File: config.mk
export PLATFORM = sky130hd
export DESIGN_NAME = sync_header_float_frame_parser
export DESIGN_NICKNAME = d
export VERILOG_FILES = /design/src/rtl/shffp_pkg.sv /design/src/rtl/shffp_ram.sv /design/src/rtl/sync_header_float_frame_parser.sv
export VERILOG_INCLUDE_DIRS = /design/src /design/src/rtl
export SDC_FILE = /design/constraint.sdc
export NUM_CORES = 1
export LEC_CHECK = 0
export BUFFER_PORTS_ARGS = -buffer_cell sky130_fd_sc_hd__buf_2
export CAP_MARGIN = 5
export CORE_UTILIZATION = 40
export DETAILED_ROUTE_END_ITERATION = 12
export PLACE_DENSITY = 0.52
export SETUP_SLACK_MARGIN = 0.5
export SYNTH_ARGS = -nofsm -noshare
export SYNTH_HDL_FRONTEND = slang
export SYNTH_SLANG_ARGS = --single-unit
File: constraint.sdc
create_clock -name i_clk -period 5.85 [get_ports i_clk]
set_input_delay 0 -clock i_clk [delete_from_list [all_inputs] [get_ports i_clk]]
set_output_delay 0 -clock i_clk [all_outputs]
set_load 0.01 [all_outputs]
File: src/rtl/assert_macros.svh
// Assertion macros used by the parser top level.
// No dependencies; each file that asserts includes this header.
`ifndef ASSERT_MACROS_SVH
`define ASSERT_MACROS_SVH

// Same-cycle implication, disabled while reset is low.
`define ASSERT_IMPL(label, clk, rst_n, ante, cons) \
    label: assert property (@(posedge clk) disable iff (!(rst_n)) (ante) |-> (cons)) \
        else $error("assertion failed");

// Next-cycle implication, disabled while reset is low.
`define ASSERT_NEXT(label, clk, rst_n, ante, cons) \
    label: assert property (@(posedge clk) disable iff (!(rst_n)) (ante) |=> (cons)) \
        else $error("assertion failed");

`endif

File: src/rtl/shffp_pkg.sv
// Package for the header / float frame parser: sizes, reset values,
// register indexes and the controller state type. No dependencies.
`timescale 1ns / 1ps

package shffp_pkg;

    localparam int FRAME_WORDS = 11;
    localparam int AW          = $clog2(FRAME_WORDS);
    localparam int IDX_W       = 4;
    localparam int CFG_IDX_W   = 2;
    localparam int CFG_DATA_W  = 31;

    localparam logic [7:0]  HEADER_RESET = 8'd65;
    localparam logic [30:0] LIMIT_RESET  = 31'd1232348144;
    localparam logic [31:0] ONE_BITS     = 32'h3F80_0000;
    localparam int          QUAT_WORDS   = 4;

    localparam logic [CFG_IDX_W-1:0] CFG_HEADER = 2'd0;
    localparam logic [CFG_IDX_W-1:0] CFG_LIMIT  = 2'd1;

    typedef enum logic [2:0] {
        ST_HUNT1,
        ST_HUNT2,
        ST_LOAD,
        ST_EMIT_RD,
        ST_EMIT_WR
    } t_state;

endpackage

File: src/rtl/shffp_ram.sv
// Generic single-write, single-read synchronous RAM with registered read.
// No dependencies.
`timescale 1ns / 1ps

module shffp_ram #(
    parameter int WIDTH = 32,
    parameter int DEPTH = 16
) (
    input  logic                     i_clk,
    input  logic                     i_wr_en,
    input  logic [$clog2(DEPTH)-1:0] i_wr_addr,
    input  logic [WIDTH-1:0]         i_wr_data,
    input  logic                     i_rd_en,
    input  logic [$clog2(DEPTH)-1:0] i_rd_addr,
    output logic [WIDTH-1:0]         o_rd_data
);

    logic [WIDTH-1:0] r_mem [DEPTH];
    logic [WIDTH-1:0] r_rd_data;

    always_ff @(posedge i_clk) begin
        if (i_wr_en) begin
            r_mem[i_wr_addr] <= i_wr_data;
        end
        if (i_rd_en) begin
            r_rd_data <= r_mem[i_rd_addr];
        end
    end

    assign o_rd_data = r_rd_data;

endmodule

File: src/rtl/sync_header_float_frame_parser.sv
// Top level of the header / float frame parser.
// Depends on shffp_pkg, shffp_ram and assert_macros.svh.
//
// Bytes are taken one per cycle while a frame is hunted or loaded: two header bytes, then
// FRAME_WORDS big-endian words, each stored in the frame RAM as its fourth byte arrives.
// After the final byte the input stalls while the words are read back and sanitized, one
// word at a time (RAM read, then output register load, which waits out any output stall).
// The quaternion check over words 0 to 3 is gathered during loading.
`timescale 1ns / 1ps

module sync_header_float_frame_parser (
    input  logic                            i_clk,
    input  logic                            i_rst_n,
    input  logic                            i_in_valid,
    output logic                            o_in_stall,
    input  logic [7:0]                      i_rx_byte,
    output logic                            o_out_valid,
    input  logic                            i_out_stall,
    output logic [shffp_pkg::IDX_W-1:0]     o_word_index,
    output logic [31:0]                     o_word_bits,
    output logic                            o_was_replaced,
    output logic                            o_last_word,
    input  logic                            i_cfg_valid,
    output logic                            o_cfg_ready,
    input  logic [shffp_pkg::CFG_IDX_W-1:0] i_cfg_index,
    input  logic [shffp_pkg::CFG_DATA_W-1:0] i_cfg_data
);
    import shffp_pkg::*;
    `include "assert_macros.svh"

    localparam logic [AW-1:0] LAST_IDX = AW'(FRAME_WORDS - 1);

    t_state          r_state, n_state;
    logic [1:0]      r_byte_cnt, n_byte_cnt;
    logic [AW-1:0]   r_word_cnt, n_word_cnt;
    logic [23:0]     r_asm, n_asm;
    logic            r_quat_bad, n_quat_bad;
    logic [AW-1:0]   r_emit_idx, n_emit_idx;
    logic [7:0]      r_header;
    logic [30:0]     r_limit;

    logic            r_out_valid, n_out_valid;
    logic [IDX_W-1:0] r_out_idx, n_out_idx;
    logic [31:0]     r_out_bits, n_out_bits;
    logic            r_out_rep, n_out_rep;
    logic            r_out_last, n_out_last;

    logic            in_acc;
    logic            ram_wr_en, ram_rd_en;
    logic [31:0]     ram_wr_data, ram_rd_data;
    logic            rd_bad;

    assign o_cfg_ready = 1'b1;
    assign o_in_stall  = (r_state == ST_EMIT_RD) || (r_state == ST_EMIT_WR);
    assign in_acc      = i_in_valid && !o_in_stall;
    assign ram_wr_data = {r_asm, i_rx_byte};
    assign rd_bad      = ram_rd_data[30:0] > r_limit;

    shffp_ram #(
        .WIDTH(32),
        .DEPTH(FRAME_WORDS)
    ) u_frame_ram (
        .i_clk     (i_clk),
        .i_wr_en   (ram_wr_en),
        .i_wr_addr (r_word_cnt),
        .i_wr_data (ram_wr_data),
        .i_rd_en   (ram_rd_en),
        .i_rd_addr (r_emit_idx),
        .o_rd_data (ram_rd_data)
    );

    always_ff @(posedge i_clk) begin
        if (!i_rst_n) begin
            r_state     <= ST_HUNT1;
            r_byte_cnt  <= '0;
            r_word_cnt  <= '0;
            r_asm       <= '0;
            r_quat_bad  <= 1'b0;
            r_emit_idx  <= '0;
            r_header    <= HEADER_RESET;
            r_limit     <= LIMIT_RESET;
            r_out_valid <= 1'b0;
        end else begin
            r_state     <= n_state;
            r_byte_cnt  <= n_byte_cnt;
            r_word_cnt  <= n_word_cnt;
            r_asm       <= n_asm;
            r_quat_bad  <= n_quat_bad;
            r_emit_idx  <= n_emit_idx;
            r_out_valid <= n_out_valid;
            if (i_cfg_valid && o_cfg_ready) begin
                unique case (i_cfg_index)
                    CFG_HEADER: r_header <= i_cfg_data[7:0];
                    CFG_LIMIT:  r_limit  <= i_cfg_data[30:0];
                    default: ;
                endcase
            end
        end
    end

    always_ff @(posedge i_clk) begin
        r_out_idx  <= n_out_idx;
        r_out_bits <= n_out_bits;
        r_out_rep  <= n_out_rep;
        r_out_last <= n_out_last;
    end

    always_comb begin
        n_state     = r_state;
        n_byte_cnt  = r_byte_cnt;
        n_word_cnt  = r_word_cnt;
        n_asm       = r_asm;
        n_quat_bad  = r_quat_bad;
        n_emit_idx  = r_emit_idx;
        n_out_valid = r_out_valid && i_out_stall;
        n_out_idx   = r_out_idx;
        n_out_bits  = r_out_bits;
        n_out_rep   = r_out_rep;
        n_out_last  = r_out_last;
        ram_wr_en   = 1'b0;
        ram_rd_en   = 1'b0;

        unique case (r_state)
            ST_HUNT2: begin
                if (in_acc) begin
                    if (i_rx_byte == r_header) begin
                        n_state    = ST_LOAD;
                        n_byte_cnt = '0;
                        n_word_cnt = '0;
                        n_asm      = '0;
                        n_quat_bad = 1'b0;
                    end else begin
                        n_state = ST_HUNT1;
                    end
                end
            end
            ST_LOAD: begin
                if (in_acc) begin
                    n_asm = {r_asm[15:0], i_rx_byte};
                    if (r_byte_cnt != 2'd3) begin
                        n_byte_cnt = r_byte_cnt + 2'd1;
                    end else begin
                        n_byte_cnt = '0;
                        ram_wr_en  = 1'b1;
                        if (r_word_cnt < AW'(QUAT_WORDS) && ram_wr_data[30:0] > r_limit) begin
                            n_quat_bad = 1'b1;
                        end
                        if (r_word_cnt == LAST_IDX) begin
                            n_word_cnt = '0;
                            n_emit_idx = '0;
                            n_state    = ST_EMIT_RD;
                        end else begin
                            n_word_cnt = r_word_cnt + AW'(1);
                        end
                    end
                end
            end
            ST_EMIT_RD: begin
                ram_rd_en = 1'b1;
                n_state   = ST_EMIT_WR;
            end
            ST_EMIT_WR: begin
                if (!r_out_valid || !i_out_stall) begin
                    n_out_valid = 1'b1;
                    n_out_idx   = IDX_W'(r_emit_idx);
                    n_out_last  = (r_emit_idx == LAST_IDX);
                    if (r_emit_idx < AW'(QUAT_WORDS)) begin
                        n_out_rep  = r_quat_bad;
                        n_out_bits = !r_quat_bad ? ram_rd_data :
                                     (r_emit_idx == '0) ? ONE_BITS : 32'd0;
                    end else begin
                        n_out_rep  = rd_bad;
                        n_out_bits = rd_bad ? 32'd0 : ram_rd_data;
                    end
                    if (r_emit_idx == LAST_IDX) begin
                        n_state = ST_HUNT1;
                    end else begin
                        n_emit_idx = r_emit_idx + AW'(1);
                        n_state    = ST_EMIT_RD;
                    end
                end
            end
            default: begin
                if (in_acc) begin
                    n_byte_cnt = '0;
                    n_state    = (i_rx_byte == r_header) ? ST_HUNT2 : ST_HUNT1;
                end
            end
        endcase
    end

    assign o_out_valid    = r_out_valid;
    assign o_word_index   = r_out_idx;
    assign o_word_bits    = r_out_bits;
    assign o_was_replaced = r_out_rep;
    assign o_last_word    = r_out_last;

    `ASSERT_IMPL(a_last_idx, i_clk, i_rst_n, o_out_valid && o_last_word,
        o_word_index == IDX_W'(FRAME_WORDS - 1))
    `ASSERT_IMPL(a_quat_one, i_clk, i_rst_n,
        o_out_valid && o_was_replaced && o_word_index == '0, o_word_bits == ONE_BITS)
    `ASSERT_NEXT(a_emit_start, i_clk, i_rst_n,
        in_acc && r_state == ST_LOAD && r_byte_cnt == 2'd3 && r_word_cnt == LAST_IDX,
        r_state == ST_EMIT_RD && r_emit_idx == '0)
    `ASSERT_NEXT(a_emit_step, i_clk, i_rst_n,
        r_state == ST_EMIT_WR && r_out_valid && i_out_stall,
        r_state == ST_EMIT_WR && $stable(r_emit_idx))

endmodule

### Yosys cells after proc, flatten, opt, wreduce, memory -nomap -nowiden

Memory sizes are Yosys's and may differ from the RTL's. A register that Yosys moved wholly into a read port is not among the register bits.
Index checks and enable logic that the tools add are counted.

| word-level totals | value |
|---|---|
| output and inout port bits | 41 |
| logic and storage cells | 113 |
| memories kept | 1 |
| register bits | 116 |
| RAM bits | 352 |
| input bits | 46 |

Memories:

| name | words | bits a word | read ports | clocked after memory_dff | write ports | RTL line | text |
|---|---|---|---|---|---|---|---|
| u_frame_ram.r_mem | 11 | 32 | 1 | 1 | 1 | shffp_ram.sv:18 | `logic [WIDTH-1:0] r_mem [DEPTH];` |

| operators by class | value |
|---|---|
| add/subtract/negate cells | 3 |
| order comparisons | 4 |
| reduce and logical (&&, ||, !) cells | 23 |
| bitwise gates (word level) | 1 |
| equal/unequal tests | 17 |
| muxes and demuxes | 51 |

Operators with widths:

| cell | count |
|---|---|
| two-way mux 32 bit | 3 |
| two-way mux 24 bit | 3 |
| > comparator 31 bit | 2 |
| case mux 24 bit (2 select lines) | 1 |
| two-way mux 4 bit | 10 |
| two-way mux 30 bit | 1 |
| two-way mux 3 bit | 6 |
| AND reduction 6 bit | 3 |
| != test 2 bit, second input constant | 8 |
| case mux 4 bit (2 select lines) | 2 |
| two-way mux 1 bit | 15 |
| two-way mux 2 bit | 7 |
| case mux 3 bit (4 select lines) | 1 |
| adder 4 x 1 -> 4 bit, second input constant | 2 |
| == test 4 bit, second input constant | 2 |
| == test 8 bit | 1 |
| < comparator 4 x 3 -> 1 bit, second input constant | 2 |
| == test 3 x 2 -> 1 bit, second input constant | 2 |
| case mux 2 bit (3 select lines) | 1 |
| AND reduction 2 bit | 3 |
| AND reduction 5 bit | 1 |
| zero test 4 bit | 1 |
| AND reduction 4 bit | 1 |
| nonzero test 2 bit | 2 |
| other kinds (14) | 19 |

### Logic depth before layout (Yosys ltp)

| logic depth | value |
|---|---|
| depth after elaboration | 8 |
| gate-level depth with buffers | 11 |
| depth with buffers taken out | 8 |

### Modules after synthesis

From an unflattened synthesis, not the netlist that was laid out.

| second synthesis, totals | value |
|---|---|
| cell total of the unflattened synthesis | 1412 |
| area total of the unflattened synthesis | 21081.5 µm² |

By module, submodules not included:

| module | area an instance (µm²) | sequential area each (µm²) | instances | cells each |
|---|---|---|---|---|
| shffp_ram | 14963.1 | 11531.1 | 1 | 770 |
| sync_header_float_frame_parser | 6118.4 | 2702.6 | 1 | 642 |

### Worst setup path after synthesis

OpenSTA, ideal clock, no wires.

| path | value |
|---|---|
| kind | flip-flop to flip-flop |
| start point | register r_state[1] |
| end point | memory u_frame_ram.r_mem[0][0] (enable) |
| period minus slack after synthesis | 3972 ps |
| slack | 1878 ps |
| arrival | 3511 ps |
| data required time | 5389 ps |
| cell stages (with the launch flop) | 5 |
| buffers on the path | 0 |
| library setup time | 461 ps |
| path through | dfxtp_1 nor3b_2 nand3_1 or3_1 nor3_1 |

| on the way | value |
|---|---|
| cells in the longest elaborated chain, start to end | 8 |
| elaborated cells between the ends (all ways) | 10 |
| those cells by class | eq/ne: 3; mux: 4; reduce/logical: 3 |

Ends and longest elaborated chain:

| element | RTL line | text |
|---|---|---|
| start, declared | sync_header_float_frame_parser.sv:33 | `t_state r_state, n_state;` |
| start signal, assigned | sync_header_float_frame_parser.sv:84 | `r_state <= n_state;` |
| == test 3 x 2 -> 1 bit or == test 3 bit (tied branches) | sync_header_float_frame_parser.sv:54 | `assign o_in_stall = (r_state == ST_EMIT_RD) \|\| (r_state == ST_EMIT_WR);` |
| logical OR 1 bit | sync_header_float_frame_parser.sv:54 |  |
| zero test 1 bit | sync_header_float_frame_parser.sv:55 | `assign in_acc = i_in_valid && !o_in_stall;` |
| logical AND 1 bit | sync_header_float_frame_parser.sv:55 |  |
| two-way mux 1 bit | sync_header_float_frame_parser.sv:138 | `if (in_acc) begin` |
| two-way mux 1 bit * | sync_header_float_frame_parser.sv:123 | `unique case (r_state)` |
| two-way mux 1 bit * | shffp_ram.sv:22 | `if (i_wr_en) begin` |
| two-way mux 1 bit (not written as such) * | shffp_ram.sv:23 | `r_mem[i_wr_addr] <= i_wr_data;` |
| end, declared | shffp_ram.sv:18 |  |

Mark *: on every way between the ends. The rest lies on a longest branch, timed or not.

### Final worst setup path

| path | value |
|---|---|
| start point | register r_state[1] |
| end point | memory u_frame_ram.r_mem[7][24] (enable) |

The elaborated chain is that of the path after synthesis.

==> summary.txt <==
Drt
  • Routed via count: 11500
  • DRC Markers: 0
  • Iteration-0 DRC Markers: 908
  • WL/cell: about 24 µm
  • Pre-antenna DRT Iters: 7
  • Number of nets still failing antenna checks after routing: 0
  • Total wire length: between 50000 and 60000 µm
  • Vias/cell: 5.36

Run
  • Max cap viols: 0

Pwr
  • Tot Pwr: between 7 and 8 mW
  • Logic pwr share: 3.0%
  • Total leakage power: between 7 and 8 nW
  • Switching power: 1.53 mW
  • Clock share of power: 44.7%
  • Pwr dens: about 310 nW/µm²
  • Reg power frac: 52.3%
  • Internal cell power: 5.89 mW
  • Maximum vdd drop: 0.000200 V
  • Sw Share: 20.6%

Logic synthesis
  • Xor and xnor area share after synthesis: 0.469%
  • Mapped Nets: between 1000 and 1500
  • Syn_area_per_cell: between 15 and 20 µm²
  • Share of the synthesized area in the top cell type: 61.7%
  • Top cells by area, synth: edfxtp_1 62%, dfxtp_1 7.6%, mux4_2 7.0%, ha_1 4.0%, mux2i_1 3.5%
  • Cells after Synth: between 1000 and 1500
  • Sequential area share after synthesis: between 60% and 70%
  • EDFF count, synth: ~420
  • Synth area leader: edfxtp_1
  • Synth Area in Adders: between 4 and 5%
  • Top FF cell, synth: edfxtp_1
  • Mapped cell area: 20500 µm²
  • Synth Area in Simple Gates: 6.45%
  • Mux cell area share after synthesis: between 10% and 20%
  • Largest family of logic cells by synthesized area: multiplexers
  • Number of synthesized register bits: 500
  • Asr flop ratio synth: 0%
  • YS warnings: 0
  • Compound-Gate Fraction of Synth Area: 6.89%
  • Yosys cell types: 65

Clock tree
  • Clock slew at reported path FFs: approximately 60 ps
  • Clock Latency Late Sink: about 600 ps
  • H-tree Lvls: 2
  • CTS max path bufs: 3
  • CTS tree: built
  • CTS Root Cell: clkbuf_16
  • Post-cts resize count: 0
  • Setup bufs post-CTS: 0
  • Cts hold-fix bufs: 46
  • Clock Sink Count: 500
  • CTS buffer count: 52

Floorplan
  • Die Area: approximately 52000 µm²
  • Initial Utilization: 40.8%
  • Core box area: 50400 µm²
  • Row count: 82
  • Die Y: 229 µm
  • Chip Width: approximately 230 µm
  • Io pins: 87

GRT
  • GRT Total Usage: approximately a fifth
  • Vias in the first global route: 11900
  • Initial antenna violation count: 4
  • First-pass GRT wire length: 78000 µm
  • Total congestion overflow: 0
  • Largest net degree at the start of global routing: 78

Timing
  • Final setup vio count: 0
  • PnR worst setup slack: around 2800 ps
  • Slew Limit Fails: 0
  • Worst-Margin Slew: roughly 1200 ps
  • Clk_skew: 10.5 ps
  • Crit share post-route: 52.3%
  • Max Fclk: 327 MHz
  • Min Clock Period, post-route: 3060 ps
  • Setup_tns: 0 ps
  • Fin. Hold Viols: 0
  • RSZ-0062 raised after global routing: false
  • Max-Slew Margin vs Limit: 17.7%

Critical path
  • CP max FO: 19
  • R2R Path End: u_frame_ram.r_mem[7][24]
  • Setup CP Type: flop to flop
  • CP max-delay cell: nor2_4
  • CP Launch Point: r_state[1]
  • Worst Path Arrival: between 3000 and 4000 ps
  • Crit path required time: 6110 ps
  • CP Capture Type: flop
  • CP cell instances: nor3b_2 > nand3_1 > or3_1 > nor2_4 > buf_4
  • Slowest stage delay, CP: 640 ps
  • Critical Path Sink: u_frame_ram.r_mem[7][24]
  • R2R depth: 5
  • CP startpoint kind: flop
  • R2r startpoint: r_state[1]
  • Reg2Reg Setup Slack: 2790 ps

Final layout
  • Area Growth Syn to Fin: 16.7%
  • Commonest cells after routing, fill and taps aside: 422 x edfxtp_1, 108 x nand2_1, 85 x buf_2
  • # nets final: 1548
  • Commonest non-fill, non-tap cell in the layout: edfxtp_1
  • Final core utilization: 47.5%
  • Fraction of layout cells with a size suffix above 1: between 10% and 20%
  • ANT cells: 0

Placement
  • Worst slack, placed: 2790 ps
  • Routability cong.: 0.776
  • IO Port Bufs: 85
  • Detail Placement HPWL: 32100 µm

Run status
  • Status: finished clean

Worst hold path
  • HP Class: primary input to flop
worst max-delay path: cells and delay by family (launching register included):
| kind | cells | cell delay [ps] |
|---|---|---|
| AND/OR/NAND/NOR | 4 | 1810 |
| buffers and inverters | 1 | 440 |
| flip-flops | 1 | 460 |
final cells by class:
cell class,instances,area (µm²)
multi-input combinational,684,5920
timing repair buffer,156,1070
inverter,42,158
fill,4269,26400
clock inverter,34,329
clock buffer,63,1380
sequential,500,14200
tap,672,841
routing by layer:
metal / wire length, µm / vias up / global-route usage (%)
li1: - / 5278 / -
met1: 24400 / 5903 / 28.7
met2: 24900 / 282 / 33.2
met3: 2480 / 62 / 3.61
met4: 845 / 0 / 4.43
met5: 0 / - / 0
flip-flops by register name, indices dropped and copies added (netlist names), 2 cells and up:
name and count:
r_byte_cnt 2, r_limit 31, r_state 3, r_header 8
o_word_bits 32, o_word_index 4, u_frame_ram.o_rd_data 32, r_emit_idx 4
u_frame_ram.r_mem 352, r_word_cnt 4, r_asm 24
power by group through the flow:
stage	clock network (mW)	registers, mW	logic [mW]
2_1_floorplan	0	3.95	0.115
3_3_place_gp	0	3.95	0.196
3_5_place_dp	0	3.96	0.198
4_1_cts	3.40	3.88	0.223
5_1_grt	3.53	3.88	0.244
6_report	3.32	3.88	0.221
kinds of logic after synthesis:
logic type,count (synthesis)
buf+inv,107
mux,136
xor+xnor,11
simple gates,266
other cells,1
compound gates,204
flops,500
fa+ha+maj,66
synth_stat cells, types with 2 or more instances:
| master | n |
|---|---|
| nor4_1 | 3 |
| a21o_1 | 5 |
| and3_1 | 3 |
| nand4_1 | 12 |
| ha_1 | 66 |
| o2111ai_1 | 2 |
| o211ai_1 | 50 |
| o21ai_0 | 48 |
| buf_1 | 5 |
| or3_1 | 2 |
| nor2b_1 | 30 |
| nand2b_1 | 4 |
| and2_1 | 30 |
| a211oi_1 | 3 |
| mux2i_1 | 72 |
| o21a_1 | 6 |
| nand3_1 | 16 |
| nand2_1 | 108 |
| a2111oi_0 | 3 |
| a22oi_1 | 20 |
| nor3_1 | 4 |
| mux4_2 | 64 |
| nand3b_1 | 3 |
| nor2_1 | 37 |
| dfxtp_1 | 78 |
| xnor2_1 | 10 |
| buf_2 | 13 |
| buf_6 | 3 |
| or3b_1 | 2 |
| a21boi_0 | 24 |
| inv_1 | 42 |
| a21oi_1 | 24 |
| edfxtp_1 | 422 |
| buf_8 | 2 |
| o31ai_1 | 2 |
| clkbuf_2 | 2 |
| clkbuf_1 | 39 |
| nor3b_1 | 3 |
| o221ai_1 | 2 |
| a221o_1 | 2 |
how the worst min path moves through the flow:
stage | endpoint | startpoint | cells after the start | slack (ps)
after global placement | r_limit[22] | i_cfg_data[22] | 3 | 230
after global routing | r_header[0] | i_rst_n | 3 | 70
after floorplan | u_frame_ram.r_mem[0][0] | i_rx_byte[0] | 0 | 100
after detailed placement | r_limit[22] | i_cfg_data[22] | 3 | 250
final | r_header[0] | i_rst_n | 3 | 60
after CTS | r_header[0] | i_rst_n | 3 | 50
stage by stage:
step / instances / hold slack [ps] / cell area (µm²)
2_1_floorplan: 1291 / 98.9 / 20500
3_5_place_dp: 2008 / 245 / 21800
5_1_grt: 2151 / 72.8 / 23900
6_report: 2151 / 62.0 / 23900
4_1_cts: 2151 / 48.9 / 23900
3_3_place_gp: 2008 / 230 / 21800
No activity file was read; power rests on OpenSTA's default activity.
